--- src/lsa_pkg.sv ---
// Package for the lidar sector average block: widths, codes, state and
// control types shared by the config, controller and datapath modules.
// Depends on nothing.
package lsa_pkg;

  localparam int unsigned IDX_W      = 13;
  localparam int unsigned RANGE_W    = 16;
  localparam int unsigned SUM_W      = 28;
  localparam int unsigned CNT_W      = 13;
  localparam int unsigned NUM_SECT   = 3;
  localparam int unsigned SECT_W     = 2;
  localparam int unsigned STAT_W     = 2;
  localparam int unsigned ADDR_W     = 5;
  localparam int unsigned DATA_W     = 32;
  localparam int unsigned BIT_CNT_W  = 5;
  localparam int unsigned MAX_SCAN   = 4096;
  localparam int unsigned OUT_DATA_W = NUM_SECT * RANGE_W;
  localparam int unsigned OUT_USER_W = NUM_SECT * STAT_W;

  localparam logic [IDX_W-1:0]     MAX_SCAN_POS = IDX_W'(MAX_SCAN);
  localparam logic [BIT_CNT_W-1:0] LAST_BIT     = BIT_CNT_W'(SUM_W - 1);
  localparam logic [SECT_W-1:0]    LAST_SECT    = SECT_W'(NUM_SECT - 1);
  localparam logic [RANGE_W-1:0]   MAX_RANGE_RST = '1;

  typedef enum logic [STAT_W-1:0] {
    STAT_OK       = 2'd0,
    STAT_NO_VALID = 2'd1,
    STAT_EMPTY    = 2'd2
  } sect_stat_t;

  typedef enum logic [2:0] {
    REG_FRONT_FIRST = 3'd0,
    REG_FRONT_END   = 3'd1,
    REG_LEFT_FIRST  = 3'd2,
    REG_LEFT_END    = 3'd3,
    REG_RIGHT_FIRST = 3'd4,
    REG_RIGHT_END   = 3'd5,
    REG_MIN_RANGE   = 3'd6,
    REG_MAX_RANGE   = 3'd7
  } reg_idx_t;

  typedef enum logic [1:0] {
    ST_ACCUM,
    ST_LOAD,
    ST_DIV,
    ST_OUT
  } ctrl_state_t;

  typedef struct packed {
    logic [NUM_SECT-1:0][IDX_W-1:0] first_idx;
    logic [NUM_SECT-1:0][IDX_W-1:0] end_idx;
    logic [RANGE_W-1:0]             min_range;
    logic [RANGE_W-1:0]             max_range;
  } cfg_t;

  typedef struct packed {
    logic accum;
    logic div_load;
    logic div_step;
    logic out_load;
  } ctrl_cmd_t;

  typedef struct packed {
    logic div_done;
    logic out_free;
  } dp_stat_t;

endpackage

--- src/lsa_cfg.sv ---
// Configuration register file of the lidar sector average block.
// APB-style write/read port; uses lsa_pkg.
module lsa_cfg (
  input  logic                         clk,
  input  logic                         rst_n,
  input  logic                         cfg_psel,
  input  logic                         cfg_penable,
  input  logic                         cfg_pwrite,
  input  logic [lsa_pkg::ADDR_W-1:0]   cfg_paddr,
  input  logic [lsa_pkg::DATA_W-1:0]   cfg_pwdata,
  output logic [lsa_pkg::DATA_W-1:0]   cfg_prdata,
  output logic                         cfg_pready,
  output lsa_pkg::cfg_t                cfg
);

  lsa_pkg::cfg_t     cfg_r;
  lsa_pkg::cfg_t     cfg_nxt;
  lsa_pkg::reg_idx_t idx;
  logic              wr_en;

  assign idx        = lsa_pkg::reg_idx_t'(cfg_paddr[lsa_pkg::ADDR_W-1:2]);
  assign wr_en      = cfg_psel & cfg_penable & cfg_pwrite;
  assign cfg_pready = 1'b1;
  assign cfg        = cfg_r;

  always_comb begin
    cfg_nxt = cfg_r;
    if (wr_en) begin
      unique case (idx)
        lsa_pkg::REG_FRONT_FIRST: cfg_nxt.first_idx[0] = cfg_pwdata[lsa_pkg::IDX_W-1:0];
        lsa_pkg::REG_FRONT_END:   cfg_nxt.end_idx[0]   = cfg_pwdata[lsa_pkg::IDX_W-1:0];
        lsa_pkg::REG_LEFT_FIRST:  cfg_nxt.first_idx[1] = cfg_pwdata[lsa_pkg::IDX_W-1:0];
        lsa_pkg::REG_LEFT_END:    cfg_nxt.end_idx[1]   = cfg_pwdata[lsa_pkg::IDX_W-1:0];
        lsa_pkg::REG_RIGHT_FIRST: cfg_nxt.first_idx[2] = cfg_pwdata[lsa_pkg::IDX_W-1:0];
        lsa_pkg::REG_RIGHT_END:   cfg_nxt.end_idx[2]   = cfg_pwdata[lsa_pkg::IDX_W-1:0];
        lsa_pkg::REG_MIN_RANGE:   cfg_nxt.min_range    = cfg_pwdata[lsa_pkg::RANGE_W-1:0];
        lsa_pkg::REG_MAX_RANGE:   cfg_nxt.max_range    = cfg_pwdata[lsa_pkg::RANGE_W-1:0];
        default:                  cfg_nxt = cfg_r;
      endcase
    end
  end

  always_comb begin
    unique case (idx)
      lsa_pkg::REG_FRONT_FIRST: cfg_prdata = lsa_pkg::DATA_W'(cfg_r.first_idx[0]);
      lsa_pkg::REG_FRONT_END:   cfg_prdata = lsa_pkg::DATA_W'(cfg_r.end_idx[0]);
      lsa_pkg::REG_LEFT_FIRST:  cfg_prdata = lsa_pkg::DATA_W'(cfg_r.first_idx[1]);
      lsa_pkg::REG_LEFT_END:    cfg_prdata = lsa_pkg::DATA_W'(cfg_r.end_idx[1]);
      lsa_pkg::REG_RIGHT_FIRST: cfg_prdata = lsa_pkg::DATA_W'(cfg_r.first_idx[2]);
      lsa_pkg::REG_RIGHT_END:   cfg_prdata = lsa_pkg::DATA_W'(cfg_r.end_idx[2]);
      lsa_pkg::REG_MIN_RANGE:   cfg_prdata = lsa_pkg::DATA_W'(cfg_r.min_range);
      lsa_pkg::REG_MAX_RANGE:   cfg_prdata = lsa_pkg::DATA_W'(cfg_r.max_range);
      default:                  cfg_prdata = '0;
    endcase
  end

  always_ff @(posedge clk) begin
    if (!rst_n) begin
      cfg_r.first_idx <= '0;
      cfg_r.end_idx   <= '0;
      cfg_r.min_range <= '0;
      cfg_r.max_range <= lsa_pkg::MAX_RANGE_RST;
    end else begin
      cfg_r <= cfg_nxt;
    end
  end

endmodule

--- src/lsa_ctrl.sv ---
// Controller of the lidar sector average block: scan accumulation,
// divider sequencing and result hand-off. Uses lsa_pkg.
module lsa_ctrl (
  input  logic               clk,
  input  logic               rst_n,
  input  logic               in_tvalid,
  input  logic               in_tlast,
  output logic               in_tready,
  input  lsa_pkg::dp_stat_t  stat,
  output lsa_pkg::ctrl_cmd_t cmd
);

  lsa_pkg::ctrl_state_t state_r;
  lsa_pkg::ctrl_state_t state_nxt;

  always_comb begin
    state_nxt = state_r;
    unique case (state_r)
      lsa_pkg::ST_ACCUM: if (in_tvalid && in_tlast) state_nxt = lsa_pkg::ST_LOAD;
      lsa_pkg::ST_LOAD:  state_nxt = lsa_pkg::ST_DIV;
      lsa_pkg::ST_DIV:   if (stat.div_done) state_nxt = lsa_pkg::ST_OUT;
      lsa_pkg::ST_OUT:   if (stat.out_free) state_nxt = lsa_pkg::ST_ACCUM;
      default:           state_nxt = lsa_pkg::ST_ACCUM;
    endcase
  end

  always_comb begin
    in_tready    = 1'b0;
    cmd          = '0;
    unique case (state_r)
      lsa_pkg::ST_ACCUM: begin
        in_tready = 1'b1;
        cmd.accum = in_tvalid;
      end
      lsa_pkg::ST_LOAD: cmd.div_load = 1'b1;
      lsa_pkg::ST_DIV:  cmd.div_step = 1'b1;
      lsa_pkg::ST_OUT:  cmd.out_load = stat.out_free;
      default:          cmd = '0;
    endcase
  end

  always_ff @(posedge clk) begin
    if (!rst_n) begin
      state_r <= lsa_pkg::ST_ACCUM;
    end else begin
      state_r <= state_nxt;
    end
  end

endmodule

--- src/lsa_dp.sv ---
// Datapath of the lidar sector average block: sample position, sector
// accumulators, shared restoring divider and output register. Uses lsa_pkg.
module lsa_dp (
  input  logic                             clk,
  input  logic                             rst_n,
  input  lsa_pkg::cfg_t                    cfg,
  input  lsa_pkg::ctrl_cmd_t               cmd,
  output lsa_pkg::dp_stat_t                stat,
  input  logic [lsa_pkg::RANGE_W-1:0]      in_range,
  input  logic                             in_finite,
  output logic                             out_tvalid,
  input  logic                             out_tready,
  output logic [lsa_pkg::OUT_DATA_W-1:0]   out_tdata,
  output logic [lsa_pkg::OUT_USER_W-1:0]   out_tuser
);

  logic [lsa_pkg::IDX_W-1:0]                         pos_r;
  logic [lsa_pkg::NUM_SECT-1:0][lsa_pkg::SUM_W-1:0]  sum_r;
  logic [lsa_pkg::NUM_SECT-1:0][lsa_pkg::CNT_W-1:0]  cnt_r;
  logic [lsa_pkg::NUM_SECT-1:0]                      seen_r;
  logic [lsa_pkg::NUM_SECT-1:0][lsa_pkg::RANGE_W-1:0] quo_r;

  logic [lsa_pkg::SECT_W-1:0]    sel_r;
  logic [lsa_pkg::BIT_CNT_W-1:0] bit_r;
  logic [lsa_pkg::SUM_W-1:0]     q_r;
  logic [lsa_pkg::CNT_W-1:0]     rem_r;
  logic [lsa_pkg::CNT_W-1:0]     div_r;

  logic                          out_valid_r;
  logic [lsa_pkg::OUT_DATA_W-1:0] out_data_r;
  logic [lsa_pkg::OUT_USER_W-1:0] out_user_r;

  logic                          in_scan;
  logic                          sample_ok;
  logic [lsa_pkg::NUM_SECT-1:0]  in_win;
  logic [lsa_pkg::CNT_W:0]       rem_sh;
  logic                          rem_ge;
  logic [lsa_pkg::CNT_W-1:0]     rem_nxt;
  logic [lsa_pkg::SUM_W-1:0]     q_nxt;
  logic                          bit_last;
  logic [lsa_pkg::SECT_W-1:0]    sel_nxt;
  logic [lsa_pkg::OUT_DATA_W-1:0] out_data_nxt;
  logic [lsa_pkg::OUT_USER_W-1:0] out_user_nxt;

  assign in_scan   = pos_r < lsa_pkg::MAX_SCAN_POS;
  assign sample_ok = in_finite && (in_range >= cfg.min_range) && (in_range <= cfg.max_range);

  always_comb begin
    for (int s = 0; s < lsa_pkg::NUM_SECT; s++) begin
      in_win[s] = in_scan && (pos_r >= cfg.first_idx[s]) && (pos_r < cfg.end_idx[s]);
    end
  end

  assign rem_sh   = {rem_r, q_r[lsa_pkg::SUM_W-1]};
  assign rem_ge   = rem_sh >= {1'b0, div_r};
  assign rem_nxt  = rem_ge ? lsa_pkg::CNT_W'(rem_sh - {1'b0, div_r})
                           : lsa_pkg::CNT_W'(rem_sh);
  assign q_nxt    = {q_r[lsa_pkg::SUM_W-2:0], rem_ge};
  assign bit_last = bit_r == lsa_pkg::LAST_BIT;
  assign sel_nxt  = sel_r + 1'b1;

  assign stat.div_done = cmd.div_step && bit_last && (sel_r == lsa_pkg::LAST_SECT);
  assign stat.out_free = !out_valid_r || out_tready;

  always_comb begin
    for (int s = 0; s < lsa_pkg::NUM_SECT; s++) begin
      if (!seen_r[s]) begin
        out_data_nxt[s*lsa_pkg::RANGE_W +: lsa_pkg::RANGE_W] = '0;
        out_user_nxt[s*lsa_pkg::STAT_W +: lsa_pkg::STAT_W]   = lsa_pkg::STAT_EMPTY;
      end else if (cnt_r[s] == '0) begin
        out_data_nxt[s*lsa_pkg::RANGE_W +: lsa_pkg::RANGE_W] = cfg.max_range;
        out_user_nxt[s*lsa_pkg::STAT_W +: lsa_pkg::STAT_W]   = lsa_pkg::STAT_NO_VALID;
      end else begin
        out_data_nxt[s*lsa_pkg::RANGE_W +: lsa_pkg::RANGE_W] = quo_r[s];
        out_user_nxt[s*lsa_pkg::STAT_W +: lsa_pkg::STAT_W]   = lsa_pkg::STAT_OK;
      end
    end
  end

  // scan accumulators
  always_ff @(posedge clk) begin
    if (!rst_n || cmd.out_load) begin
      pos_r  <= '0;
      sum_r  <= '0;
      cnt_r  <= '0;
      seen_r <= '0;
    end else if (cmd.accum) begin
      if (in_scan) begin
        pos_r <= pos_r + 1'b1;
      end
      for (int s = 0; s < lsa_pkg::NUM_SECT; s++) begin
        if (in_win[s]) begin
          seen_r[s] <= 1'b1;
          if (sample_ok) begin
            sum_r[s] <= sum_r[s] + lsa_pkg::SUM_W'(in_range);
            cnt_r[s] <= cnt_r[s] + 1'b1;
          end
        end
      end
    end
  end

  // shared divider, one quotient bit per cycle
  always_ff @(posedge clk) begin
    if (!rst_n) begin
      sel_r <= '0;
      bit_r <= '0;
    end else if (cmd.div_load) begin
      sel_r <= '0;
      bit_r <= '0;
    end else if (cmd.div_step) begin
      if (bit_last) begin
        bit_r <= '0;
        sel_r <= sel_nxt;
      end else begin
        bit_r <= bit_r + 1'b1;
      end
    end
  end

  always_ff @(posedge clk) begin
    if (cmd.div_load) begin
      q_r   <= sum_r[0];
      div_r <= cnt_r[0];
      rem_r <= '0;
    end else if (cmd.div_step) begin
      if (bit_last) begin
        quo_r[sel_r] <= q_nxt[lsa_pkg::RANGE_W-1:0];
        rem_r        <= '0;
        if (sel_r != lsa_pkg::LAST_SECT) begin
          q_r   <= sum_r[sel_nxt];
          div_r <= cnt_r[sel_nxt];
        end
      end else begin
        q_r   <= q_nxt;
        rem_r <= rem_nxt;
      end
    end
  end

  // output register
  always_ff @(posedge clk) begin
    if (!rst_n) begin
      out_valid_r <= 1'b0;
    end else if (cmd.out_load) begin
      out_valid_r <= 1'b1;
    end else if (out_tready) begin
      out_valid_r <= 1'b0;
    end
  end

  always_ff @(posedge clk) begin
    if (cmd.out_load) begin
      out_data_r <= out_data_nxt;
      out_user_r <= out_user_nxt;
    end
  end

  assign out_tvalid = out_valid_r;
  assign out_tdata  = out_data_r;
  assign out_tuser  = out_user_r;

endmodule

--- src/lidar_sector_average.sv ---
// Lidar sector average: mean range of three index windows of a laser scan.
// After the last-of-scan sample is accepted the result is formed by a load,
// 3 x 28 steps of the shared bit-serial divider and an output load.
// Throughput: one sample per cycle within a scan; input stalls after each last
// sample while the divider runs, longer if the previous result is not taken.
// Reset: synchronous active low; clears scan state, registers to defaults.
module lidar_sector_average (
  input  logic                           clk,
  input  logic                           rst_n,
  input  logic                           in_tvalid,
  output logic                           in_tready,
  input  logic [lsa_pkg::RANGE_W-1:0]    in_tdata,   // [15:0] range_sample
  input  logic                           in_tuser,   // [0] sample_finite
  input  logic                           in_tlast,
  output logic                           out_tvalid,
  input  logic                           out_tready,
  // [15:0] front_mean, [31:16] left_mean, [47:32] right_mean
  output logic [lsa_pkg::OUT_DATA_W-1:0] out_tdata,
  // [1:0] front_status, [3:2] left_status, [5:4] right_status
  output logic [lsa_pkg::OUT_USER_W-1:0] out_tuser,
  input  logic                           cfg_psel,
  input  logic                           cfg_penable,
  input  logic                           cfg_pwrite,
  input  logic [lsa_pkg::ADDR_W-1:0]     cfg_paddr,
  input  logic [lsa_pkg::DATA_W-1:0]     cfg_pwdata,
  output logic [lsa_pkg::DATA_W-1:0]     cfg_prdata,
  output logic                           cfg_pready
);

  lsa_pkg::cfg_t      cfg;
  lsa_pkg::ctrl_cmd_t cmd;
  lsa_pkg::dp_stat_t  stat;

  lsa_cfg u_cfg (
    .clk         (clk),
    .rst_n       (rst_n),
    .cfg_psel    (cfg_psel),
    .cfg_penable (cfg_penable),
    .cfg_pwrite  (cfg_pwrite),
    .cfg_paddr   (cfg_paddr),
    .cfg_pwdata  (cfg_pwdata),
    .cfg_prdata  (cfg_prdata),
    .cfg_pready  (cfg_pready),
    .cfg         (cfg)
  );

  lsa_ctrl u_ctrl (
    .clk       (clk),
    .rst_n     (rst_n),
    .in_tvalid (in_tvalid),
    .in_tlast  (in_tlast),
    .in_tready (in_tready),
    .stat      (stat),
    .cmd       (cmd)
  );

  lsa_dp u_dp (
    .clk        (clk),
    .rst_n      (rst_n),
    .cfg        (cfg),
    .cmd        (cmd),
    .stat       (stat),
    .in_range   (in_tdata),
    .in_finite  (in_tuser),
    .out_tvalid (out_tvalid),
    .out_tready (out_tready),
    .out_tdata  (out_tdata),
    .out_tuser  (out_tuser)
  );

endmodule
--- config.mk ---
export PLATFORM = sky130hd
export DESIGN_NAME = lidar_sector_average
export DESIGN_NICKNAME = d
export VERILOG_FILES = /design/src/lsa_pkg.sv /design/src/lsa_cfg.sv /design/src/lsa_ctrl.sv /design/src/lsa_dp.sv /design/src/lidar_sector_average.sv
export SDC_FILE = /design/constraint.sdc
export NUM_CORES = 1
export LEC_CHECK = 0
export BUFFER_PORTS_ARGS = -buffer_cell sky130_fd_sc_hd__buf_2
export CORE_MARGIN = 2
export CORE_UTILIZATION = 29
export CTS_CLUSTER_SIZE = 24
export DETAILED_ROUTE_END_ITERATION = 8
export PLACE_DENSITY = 0.52
export SETUP_SLACK_MARGIN = 0.02
export SYNTH_ARGS = -nofsm -noshare
export SYNTH_HDL_FRONTEND = slang
export SYNTH_SLANG_ARGS = --single-unit
export TNS_END_PERCENT = 50
--- constraint.sdc ---
create_clock -name clk -period 3.3 [get_ports clk]
set_input_delay 0.165 -clock clk [delete_from_list [all_inputs] [get_ports clk]]
set_output_delay 0.165 -clock clk [all_outputs]
set_load 0.005 [all_outputs]
Yosys cells after proc, flatten, opt, wreduce, memory -nomap -nowiden. Index checks and enable logic that the tools add are counted. Widths: inputs -> output; s select.

$add $sub $neg: 10. Order comparisons: 13. Equal/unequal tests: 17. Muxes and demuxes: 36. Bitwise operators: 4. Reductions and logical operators: 46.

Operators with widths (number): $pmux 32 s8 (1); $mux 28 (5); $mux 13 (7); $add 28x16->28 (3); $mux 16 (4); $bmux 28 s2 (1); $add 13x1->13 const B (4); $bwmux 48 (1); $ge 13x13->1 (3); $logic_not 13->1 (3); $lt 13x13->1 (3); $demux 16 s2 (1); $reduce_and 2->1 (14); $bmux 13 s2 (1); $reduce_and 3->1 (6); $ge 16x16->1 (1); $le 16x16->1 (1); $ge 14x13->1 (1); $lt 13x13->1 const B (1); $sub 13x13->13 (1); $eq 3x3->1 const B (4); $logic_and 1x1->1 (12); $mux 1 (10); $pmux 2 s4 (1); 22 further kinds (37).

Register bits: 415. Bits of input ports: 62. Output and inout bits: 89. Logic and storage cells: 160.

Longest topological paths before layout. Gate-level depths: netlist of run 1.

Depth in word-level cells: 7. Depth in mapped cells: 13. Gate-level depth less buffers: 11.

By module. From an unflattened synthesis of run 1, not the netlist that was laid out.

Cell total of the unflattened synthesis: 2783. Area total of the unflattened synthesis: 24325.8 um^2.

By module, submodules not included: lsa_dp (times used 1, cells an instance 2118, area each 18773.0 um^2, seq. area each 7497.2 um^2); lsa_cfg (times used 1, cells an instance 644, area each 5371.4 um^2, seq. area each 2202.1 um^2); lsa_ctrl (times used 1, cells an instance 21, area each 181.4 um^2, seq. area each 40.0 um^2).

Least setup slack after synthesis of run 1. OpenSTA, ideal clock, no wires.

Kind: register to register. Start: register u_dp.pos_r[0] (netlist bit). End: register u_dp.sum_r[17] (netlist bit). Setup time: 0.070 ns. Data arrival time: 2.645 ns. Data required time: 3.230 ns. Path slack: 0.585 ns. Stages on the path, launching flop included: 12. Buffers on the path: 1. Clock period less this slack: 2.715 ns. Cells stage by stage: dfxtp_1 -> inv_1 -> ha_1 -> nand2b_1 -> a31oi_1 -> o31a_1 -> o31a_1 -> nor3_1 -> buf_2 -> nand2_1 -> or4_1 -> a21oi_1.

Word-level cells in the longest chain between the ends: 4. Elaborated cells on any way between the ends: 6. Those cells by class: order compare: 3; reduce/logical: 3.

Ends and longest elaborated chain: from (decl) (line lsa_dp.sv:17) `logic [lsa_pkg::IDX_W-1:0] pos_r;`; from (signal assigned) (line lsa_dp.sv:89) `pos_r <= pos_r + 1'b1;`; $lt 13x13->1 / $ge 13x13->1 (equally long branches) (line lsa_dp.sv:45, lsa_dp.sv:50); $logic_and 1x1->1 (line lsa_dp.sv:50) `in_win[s] = in_scan && (pos_r >= cfg.first_idx[s]) && (pos_r < cfg.end_idx[s]);`; $logic_and 1x1->1 * (line lsa_dp.sv:50); $reduce_and 3->1 (no line) *; to (signal, indexed assignment) (line lsa_dp.sv:95) `sum_r[s] <= sum_r[s] + lsa_pkg::SUM_W'(in_range);`; to (decl) (line lsa_dp.sv:18) `logic [lsa_pkg::NUM_SECT-1:0][lsa_pkg::SUM_W-1:0] sum_r;`.

Every way passes the cells marked *; elsewhere a longest branch is shown, timed or not. A chain may end at the register's enable or synchronous reset.

Worst setup path in the final report of run 1.
Start: register u_ctrl.state_r[0]. End: register u_dp.sum_r[48] (netlist bit).

Word-level cells in the longest chain between the ends: 3. Elaborated cells on any way between the ends: 6. Those cells by class: eq/ne: 1; mux: 2; reduce/logical: 3.

Ends and longest elaborated chain: from (decl) (line lsa_ctrl.sv:13) `lsa_pkg::ctrl_state_t state_r;`; from (signal assigned) (line lsa_ctrl.sv:44) `state_r <= lsa_pkg::ST_ACCUM;`; from (signal assigned) (line lsa_ctrl.sv:46) `state_r <= state_nxt;`; $logic_not 2->1 / $eq 2x2->1 (equally long branches) (line lsa_ctrl.sv:30) `unique case (state_r)`; $mux 1 (line lsa_ctrl.sv:30); $reduce_and 3->1 (no line) / $logic_or 1x1->1 (equally long branches).

Parallel ways exist; a longest one is shown, timed or not.

==> results of run 1 <==
## critical path: cells and delay by family, from the launching register on
family	cells	cell delay [ps]
buffers and inverters	3	550
and+or+nand+nor	7	1770
AOI/OAI and AO/OA	1	150
adders and majority gates	1	220
DFF	1	340
## synth_stat cells (40+ instances only)
cell,count
nand2_1,327
a21oi_1,270
ha_1,184
dfxtp_1,272
inv_1,164
clkbuf_1,121
edfxtp_1,143
mux2i_1,85
nand3_1,55
nor2b_1,40
a21boi_0,74
nor2_1,289
xnor2_1,47
o21ai_0,105
## power by group through the flow
stage | clock, mW | sequential, mW | combinational [mW]
3_3_place_gp | 0 | 6.30 | 2.48
2_1_floorplan | 0 | 6.15 | 1.61
5_1_grt | 5.47 | 6.23 | 2.80
6_report | 5.15 | 6.20 | 2.51
3_5_place_dp | 0 | 6.30 | 2.50
4_1_cts | 5.28 | 6.19 | 2.52
## final cells by class
type	instances	area, um2
sequential	415	9740
clock buffer	62	1270
fill	8442	53200
timing repair buffer	223	1520
inverter	168	631
clock inverter	25	200
tap	1060	1330
multi-input combinational	1972	12600
## flip-flops by register name (all words and copies together), names as in the netlist
name	cells
u_cfg.cfg	110
u_dp.sum_r	84
u_dp.out_tdata	48
u_dp.quo_r	48
u_dp.cnt_r	39
u_dp.q_r	28
u_dp.div_r	13
u_dp.pos_r	13
u_dp.rem_r	13
u_dp.out_tuser	6
u_dp.bit_r	5
u_dp.seen_r	3
u_ctrl.state_r	2
u_dp.sel_r	2
u_dp.out_tvalid	1
## timing repair
item                                    CTS  global route
gates resized for setup                   0             5
endpoints found under the hold margin   108             0
endpoints found under the setup margin    0            11
hold buffers                             19             0
## worst max path at each step
stage	cells after the start	startpoint	slack, ps	to
floorplan	11	u_dp.pos_r[0]$_SDFFE_PP0P_	580	u_dp.sum_r[17]$_SDFFE_PP0P_
global placement	11	u_dp.pos_r[8]$_SDFFE_PP0P_	140	u_dp.sum_r[25]$_SDFFE_PP0P_
detailed placement	12	u_ctrl.state_r[0]$_SDFFE_PN0P_	110	u_dp.sum_r[48]$_SDFFE_PP0P_
CTS	12	u_ctrl.state_r[0]$_SDFFE_PN0P_	70	u_dp.sum_r[48]$_SDFFE_PP0P_
global route	12	u_ctrl.state_r[0]$_SDFFE_PN0P_	20	u_dp.sum_r[54]$_SDFFE_PP0P_
finish	12	u_ctrl.state_r[0]$_SDFFE_PN0P_	180	u_dp.sum_r[48]$_SDFFE_PP0P_
## stage by stage
step | area (um2) | power, mW | util | cells
after floorplan | 23600 | 7.75 | - | 2714
after global placement | 25600 | 8.77 | 0.318 | 3819
after detailed placement | 25600 | 8.81 | 0.318 | 3819
after CTS | 27200 | 14.0 | 0.339 | 3925
after global routing | 27200 | 14.5 | 0.339 | 3925
final | 27200 | 13.9 | 0.339 | 3925
## metal layers
metal  vias up  part of all wire  track usage
met3        93             0.043       0.0166
met5         -                 0            0
met2       435              0.44        0.273
li1       9813                 -            -
met4         0             0.025       0.0470
met1      9421              0.49        0.253
## kinds of logic after synthesis
group	after synthesis
AND/OR/NAND/NOR	896
AO/OA/AOI/OAI	709
flip-flops	415
buffers and inverters	327
adder cells (fa/ha/maj)	188
multiplexers	89
XOR/XNOR	73
other	2
==> flow_metrics.py, run 1 <==
metrics = {
    "status": {
        "status": "complete, no violations",
    },
    "routing": {
        "via_per_inst": 5.03,
        "drt_iter0_drc": 1740,
        "wl_per_cell_um": 18.8,
        "ant_nets": 0,
        "routed_wl_um": 73600,
        "vias": 19762,
        "drt_pre_antenna_iters": 5,
        "drcViolationCount": 0,
    },
    "yosys": {
        "syn_area_mm2": 0.0235,
        "yosysWarnings": 0,
        "synth_edf_count": 143,
        "seq_area_frac_synth": 0.414,
        "synth_xor_area_frac": 0.0272,
        "synthAdderAreaFrac": 0.101,
        "synth_cells": 2699,
        "synth_top_family_by_area": "compound AO/OA/AOI/OAI gates",
        "yosys.area_share.simple": 0.173,
        "synth_top_area_frac": 0.232,
        "avgSynthCellArea_um2": 8.71,
        "synthMuxAreaShare": 0.0396,
        "yosys.area.top_type": "dfxtp_1",
        "synth_ff_type": "dfxtp_1",
        "async_flop_share": 0,
        "synth_cell_types": 73,
        "synth_compound_area_frac": 0.189,
        "synth_top_cells_by_area": "dfxtp_1 23%, edfxtp_1 18%, ha_1 9.8%",
        "synth.ff_latch_count": 415,
    },
    "clock_network": {
        "cts_tree": "built",
        "clock_sinks": 415,
        "h-tree-depth": 2,
        "root_buffer": "clkbuf_16",
        "postCtsSetupRepairBufs": 0,
        "clk_latency_ps": 600,
        "cts-buffers-inserted": 47,
        "cts.clk_slew.worst_paths_ps": 60,
        "clk_path_buf_depth": 3,
    },
    "timing": {
        "post-route-period-util": 0.946,
        "setup_viol": 0,
        "fin_ws_ps": 178,
        "max_freq_ghz": 0.320,
        "fin_setup_tns_ps": 0,
        "slew_headroom": 0.269,
        "tightest_slew_ps": 1090,
        "fin_skew_ps": 31.0,
        "maxSlewViolCount": 0,
        "rsz0062_at_grt": "no",
        "hold_ws_ps": 72.6,
        "hold_viol": 0,
        "layout_min_cycle_time_ps": 3120,
    },
    "final_layout": {
        "drive_above_1_share": 0.105,
        "syn_to_final_growth_pct": 16.0,
        "fin_nets": 3077,
        "diodes": 0,
        "layout_common_cells": "326 x nand2_1, 288 x nor2_1, 270 x a21oi_1, 270 x dfxtp_1, 183 x ha_1",
        "layout_commonest_cell": "nand2_1",
    },
    "critical_path": {
        "path_cells": "inv_1, ha_1, nand2_1, or2_4, nor3_1, nand2_1, nor3_2, buf_4, nand4_1, buf_12, or4_1, a21oi_1",
        "r2r_slack_ps": 180,
        "cp.arrival_ps": 3640,
        "worstPathRequired_ps": 3820,
        "crit_path_frequent_cell": "nand2_1",
        "reg2reg_to": "u_dp.sum_r[48]$_SDFFE_PP0P_",
        "cp_slowest_cell": "or4_1",
        "cp-start-kind": "register",
        "crit_fanout": 22,
        "rr_worst_depth": 12,
        "path_class": "register to register",
        "slowest_delay_ps": 460,
        "endpoint_kind": "register",
        "r2r_start": "u_ctrl.state_r[0]$_SDFFE_PN0P_",
    },
    "pwr": {
        "p_clk_frac": 0.371,
        "switching_share": 0.304,
        "switching_power_mw": 4.21,
        "pwr-share-comb": 0.181,
        "p_int_mw": 9.65,
        "p_leak_nw": 10.6,
        "seqPwrFrac": 0.447,
        "ir_drop_uv": 404,
        "p_per_area_mw_per_mm2": 509,
    },
    "worst_hold_path": {
        "min_path_cells": 4,
        "hold_path.class": "primary input to register",
        "worstHoldEndpoint": "u_dp.sum_r[56]$_SDFFE_PP0P_",
        "holdCritStartpoint": "in_tdata[0]",
    },
    "die": {
        "dieWidth_um": 289,
        "initial_core_util": 0.292,
        "rows": 104,
        "ios": 151,
        "core_area_mm2": 0.0804,
        "die_h_um": 289,
        "die_area_mm2": 0.0833,
    },
    "global_routing": {
        "grt_overflow": 0,
        "grt_max_degree": 108,
        "grt_pass1_vias": 18475,
        "track_usage": 0.174,
        "antenna_found_initial": 4,
        "grt_pass1_wl_um": 112000,
    },
    "place": {
        "port-buffer-count": 115,
        "post-dp-hpwl_um": 54200,
        "post-place-ws_ps": 112,
        "gp_congestion": 0.871,
    },
    "job": {
        "drv_cap": 0,
    },
}
Power figures use the tool's default switching activity.
==> run 2: changes to the inputs <==
--- a/config.mk
+++ b/config.mk
@@ -11,7 +11,7 @@
 export CTS_CLUSTER_SIZE = 24
 export DETAILED_ROUTE_END_ITERATION = 8
 export PLACE_DENSITY = 0.52
-export SETUP_SLACK_MARGIN = 0.02
+export SETUP_SLACK_MARGIN = 0.5
 export SYNTH_ARGS = -nofsm -noshare
 export SYNTH_HDL_FRONTEND = slang
 export SYNTH_SLANG_ARGS = --single-unit
==> flow_metrics.py, run 2 (same netlist as run 1, synthesis figures left out) <==
metrics = {
    "clock_network": {
        "h-tree-depth": 2,
        "clk_path_buf_depth": 3,
        "root_buffer": "clkbuf_16",
        "cts_tree": "built",
        "clock_sinks": 415,
        "cts-buffers-inserted": 47,
        "cts.clk_slew.worst_paths_ps": 60,
        "clk_latency_ps": 600,
    },
    "critical_path": {
        "cp_slowest_cell": "dfxtp_2",
        "crit_path_frequent_cell": "buf_6",
        "reg2reg_to": "u_dp.sum_r[23]$_SDFFE_PP0P_",
        "r2r_slack_ps": 450,
        "worstPathRequired_ps": 3770,
        "worstSetupStartpoint": "u_cfg.cfg[78]$_SDFFE_PN0P_",
        "endpoint_kind": "register",
        "cp.arrival_ps": 3320,
        "path_cells": "inv_1, ha_1, and2_4, o21ai_0, o31a_1, o31a_1, nor3_4, buf_12, nand4_1, buf_6, buf_6, buf_6, o31ai_4, a21oi_1",
        "slowest_delay_ps": 320,
        "crit_fanout": 6,
        "r2r_start": "u_cfg.cfg[78]$_SDFFE_PN0P_",
        "cp-start-kind": "register",
        "rr_worst_depth": 14,
        "path_class": "register to register",
    },
    "routing": {
        "drt-met1-wl_um": 36800,
        "drt_pre_antenna_iters": 5,
        "drcViolationCount": 0,
        "wl_per_cell_um": 19.1,
        "routed_wl_um": 75800,
        "vias": 20009,
        "wl_met3_um": 3220,
        "via_per_inst": 5.05,
        "dr_wl_met2_um": 33800,
        "drt_iter0_drc": 1584,
        "ant_nets": 0,
        "top_layer_used": "met4",
    },
    "global_routing": {
        "antenna_found_initial": 4,
        "grt_overflow": 0,
        "track_usage": 0.177,
        "grt_pass1_wl_um": 115000,
        "grt_max_degree": 108,
        "grt_pass1_vias": 18778,
    },
    "die": {
        "dieWidth_um": 289,
        "rows": 104,
        "die_h_um": 289,
        "ios": 151,
        "die_area_mm2": 0.0833,
        "initial_core_util": 0.292,
        "core_area_mm2": 0.0804,
    },
    "place": {
        "port-buffer-count": 115,
        "gp_congestion": 0.871,
        "post-dp-hpwl_um": 54200,
        "placed_area_mm2": 0.0256,
        "post-place-ws_ps": 112,
    },
    "final_layout": {
        "diodes": 0,
        "layout_commonest_cell": "nand2_1",
        "fin_nets": 3115,
        "largest_reg_flops": 110,
        "drive_above_1_share": 0.158,
        "fin_area_mm2": 0.0284,
        "layout_common_cells": "325 x nand2_1, 286 x nor2_1, 260 x a21oi_1, 245 x dfxtp_1, 167 x ha_1",
        "syn_to_final_growth_pct": 20.7,
    },
    "worst_hold_path": {
        "worstHoldEndpoint": "u_dp.sum_r[56]$_SDFFE_PP0P_",
        "holdCritStartpoint": "in_tdata[0]",
        "hold_path.class": "primary input to register",
        "min_path_cells": 4,
    },
    "pwr": {
        "p_leak_nw": 10.9,
        "p_per_area_mw_per_mm2": 496,
        "ir_drop_uv": 404,
    },
    "timing": {
        "slew_headroom": 0.289,
        "layout_min_cycle_time_ps": 2850,
        "rsz0062_at_grt": "yes",
        "fin_ws_ps": 452,
        "tightest_slew_ps": 1060,
        "hold_viol": 0,
        "setup_viol": 0,
        "maxSlewViolCount": 0,
        "post-route-period-util": 0.863,
        "fin_skew_ps": 32.4,
        "fin_setup_tns_ps": 0,
        "max_freq_ghz": 0.351,
    },
    "job": {
        "drv_cap": 0,
    },
    "status": {
        "status": "complete, no violations",
    },
}
run 2: cell count changes in the layout (fill, tap and decap cells not counted), moves of 14 or more:
cell and change:
inv_1 -15, ha_1 -16, dfxtp_2 +20, buf_4 +14
ha_4 +16, dfxtp_1 -25
run 2: how the worst max path moves through the flow:
| stage | endpoint | slack, ps | cells past startpoint |
|---|---|---|---|
| 2_1_floorplan | u_dp.sum_r[17]$_SDFFE_PP0P_ | 580 | 11 |
| 3_3_place_gp | u_dp.sum_r[25]$_SDFFE_PP0P_ | 140 | 11 |
| 3_5_place_dp | u_dp.sum_r[48]$_SDFFE_PP0P_ | 110 | 12 |
| 4_1_cts | u_dp.sum_r[23]$_SDFFE_PP0P_ | 440 | 14 |
| 5_1_grt | u_dp.sum_r[23]$_SDFFE_PP0P_ | 330 | 14 |
| 6_report | u_dp.sum_r[23]$_SDFFE_PP0P_ | 450 | 14 |
run 2: metal layers:
layer  up-vias  track usage
li1       9893            -
met1      9594        0.256
met2       424        0.280
met3        98       0.0186
met4         0       0.0481
met5         -            0
run 2: cell type report:
cell class,instances,area [um2]
clock buffer,62,1270
clock inverter,25,200
fill,8351,52000
inverter,168,641
multi-input combinational,1973,13200
sequential,415,9790
tap,1060,1330
timing repair buffer,260,1970
run 2: metrics by stage:
step / std cells / utilization / total power, mW / hold slack (ps)
after detailed placement: 3819 / 0.318 / 8.81 / 417
after CTS: 3952 / 0.346 / 14.2 / 63.9
final: 3963 / 0.353 / 14.1 / 68.6
after global placement: 3819 / 0.318 / 8.77 / 416
after floorplan: 2714 / - / 7.75 / 303
after global routing: 3963 / 0.353 / 14.7 / 88.7
run 2: repair_timing:
item,CTS,global route
pin swaps,40,24
resized for setup,86,96
cloned,3,4
hold endpoints to repair,108,0
setup buffers,24,7
hold buffers,19,0
setup endpoints to repair,102,120
run 2: critical path: cells and delay by family, from the launching register on:
family                   cells  cell delay, ps
adder cells (fa/ha/maj)      1             290
flip-flops                   1             320
AO/OA/AOI/OAI                5             960
buffers and inverters        5             630
AND/OR/NAND/NOR              3             510
run 2: power breakdown:
group          switching, mW  leakage (nW)  internal [mW]  total, mW
Combinational           1.72          6.67           1.00       2.72
Clock                   2.26         0.725           2.89       5.14
Sequential             0.320          3.52           5.89       6.21
Total                   4.29          10.9           9.77       14.1
==> run 3: changes to the inputs <==
--- a/config.mk
+++ b/config.mk
@@ -11,6 +11,7 @@
 export CTS_CLUSTER_SIZE = 24
 export DETAILED_ROUTE_END_ITERATION = 8
 export PLACE_DENSITY = 0.52
+export REMOVE_ABC_BUFFERS = 1
 export SETUP_SLACK_MARGIN = 0.5
 export SYNTH_ARGS = -nofsm -noshare
 export SYNTH_HDL_FRONTEND = slang
==> flow_metrics.py, run 3 (same netlist as run 1, synthesis figures left out) <==
metrics = {
    "critical_path": {
        "path_delay_family": "simple AND/OR/NAND/NOR gates",
        "cp_slowest_cell": "or4_1",
        "path_buf_inv": 4,
        "path_cells": "inv_2, ha_4, nor2b_4, o211ai_1, a21oi_1, o311a_1, nor3_4, buf_6, buf_6, nand4_1, buf_6, or4_1, a21oi_1",
        "cp.arrival_ps": 3460,
        "crit_fanout": 6,
        "cp-start-kind": "register",
        "endpoint_kind": "register",
        "r2r_slack_ps": 380,
        "path_class": "register to register",
        "worstPathRequired_ps": 3840,
        "slowest_delay_ps": 490,
        "crit_path_frequent_cell": "buf_6",
    },
    "status": {
        "status": "complete, no violations",
    },
    "timing": {
        "hold_viol": 0,
        "slew_headroom": 0.348,
        "setup_viol": 0,
        "tightest_slew_ps": 975,
        "fin_setup_tns_ps": 0,
        "rsz0062_at_grt": "yes",
        "max_freq_ghz": 0.342,
        "post-route-period-util": 0.886,
        "maxSlewViolCount": 0,
        "layout_min_cycle_time_ps": 2920,
        "fin_ws_ps": 377,
        "fin_skew_ps": 35.9,
    },
    "worst_hold_path": {
        "hold_path.class": "primary input to register",
    },
    "clock_network": {
        "clk_path_buf_depth": 3,
        "cts.clk_slew.worst_paths_ps": 60,
        "h-tree-depth": 2,
        "cts-buffers-inserted": 48,
        "clk_latency_ps": 620,
        "root_buffer": "clkbuf_16",
        "cts_tree": "built",
        "clock_sinks": 415,
    },
    "final_layout": {
        "register_area_mm2": 0.00978,
        "layout_commonest_cell": "nand2_1",
        "syn_to_final_growth_pct": 21.9,
        "layout_common_cells": "324 x nand2_1, 287 x nor2_1, 262 x a21oi_1, 246 x dfxtp_1, 164 x ha_1",
        "fin_nets": 3124,
        "largest_reg_flops": 110,
        "drive_above_1_share": 0.159,
        "post-route-util": 0.356,
        "fillers": 8274,
        "multi_input_area_mm2": 0.0131,
    },
    "die": {
        "die_h_um": 289,
        "initial_core_util": 0.292,
        "core_area_mm2": 0.0804,
        "rows": 104,
        "die_area_mm2": 0.0833,
        "ios": 151,
        "dieWidth_um": 289,
    },
    "global_routing": {
        "antenna_found_initial": 7,
        "grt_use_met3": 0.0338,
        "top_usage_layer": "met2",
        "grt_overflow": 0,
        "grt_pass1_vias": 18958,
        "track_usage": 0.170,
        "met1_usage": 0.227,
        "grt_util_met2": 0.276,
        "grt_max_degree": 109,
        "grt_pass1_wl_um": 110000,
    },
    "routing": {
        "routed_wl_um": 73200,
        "ant_nets": 0,
        "wl_per_cell_um": 18.4,
        "vias": 19982,
        "drt_pre_antenna_iters": 5,
        "drt_iter0_drc": 1382,
        "drcViolationCount": 0,
        "via_per_inst": 5.03,
    },
    "place": {
        "post-dp-hpwl_um": 51700,
        "gp_congestion": 0.853,
        "port-buffer-count": 115,
        "post-place-ws_ps": 193,
    },
    "pwr": {
        "ir_drop_uv": 329,
        "p_leak_nw": 11.1,
        "power_mw": 14.7,
        "p_per_area_mw_per_mm2": 514,
    },
    "job": {
        "drv_cap": 0,
    },
}
[run 3: cell types whose count changed in the layout (fill, tap and decap cells not counted), moves of 4 or more]
cell,previous run,this run
buf_4,97,108
o31ai_1,19,27
bufinv_16,2,8
o31ai_2,7,1
a31oi_1,17,22
a31oi_2,7,2
clkbuf_8,4,9
inv_1,148,152
inv_6,5,1
[run 3: final timing paths]
check | depth (start not counted) | to | from
hold reg to reg | 2 | u_cfg.cfg[86]$_SDFFE_PN0P_ | u_cfg.cfg[86]$_SDFFE_PN0P_
hold / removal | 4 | u_ctrl.state_r[0]$_SDFFE_PN0P_ | in_tlast
setup reg to reg | 13 | u_dp.sum_r[26]$_SDFFE_PP0P_ | u_cfg.cfg[1]$_SDFFE_PN1P_
setup / recovery | 13 | u_dp.sum_r[26]$_SDFFE_PP0P_ | u_cfg.cfg[1]$_SDFFE_PN1P_
[run 3: area by class of cell]
class                   count  area share
clock inverters            23      0.0124
multi-input cells        1973       0.459
clock buffers              67      0.0484
well taps                1060      0.0463
diodes                      1   0.0000873
inverters                 168      0.0220
repair buffers            268      0.0706
flip-flops and latches    415       0.341
[run 3: power by group]
group          internal, mW  total (mW)  switching (mW)
clock network          3.57        5.91            2.33
logic                 0.997        2.67            1.67
registers              5.89        6.14           0.251
[run 3: what timing repair did]
item                                    in CTS  in global routing
buffers inserted                            13                 22
gates resized for setup                     50                117
hold buffers                                18                  0
hold endpoints to repair                   110                  0
cloned                                       5                  2
endpoints found under the setup margin     102                127
pin swaps                                   34                 34
[run 3: metrics by stage]
step	instance area (um2)	instances	hold WS, ps
6_report	28600	3975	65.4
5_1_grt	28600	3975	69.3
4_1_cts	27900	3950	48.4
3_5_place_dp	25600	3824	456
3_3_place_gp	25600	3824	450
2_1_floorplan	22900	2555	227
[run 3: worst register-to-register path, stage by stage, from the launching register on]
cell      delay, ps
dfxtp_2         340
inv_2            50
ha_4            240
nor2b_4         120
o211ai_1        180
a21oi_1         100
o311a_1         320
nor3_4          290
buf_6           160
buf_6           120
nand4_1         150
buf_6           170
or4_1           490
a21oi_1         140
[run 3: per-layer routing]
metal / share of wire / vias up / routed length, um
li1: - / 9916 / -
met1: 0.46 / 9552 / 33900
met2: 0.46 / 398 / 33400
met3: 0.055 / 104 / 4000
met4: 0.025 / 12 / 1840
met5: 0.0011 / - / 77
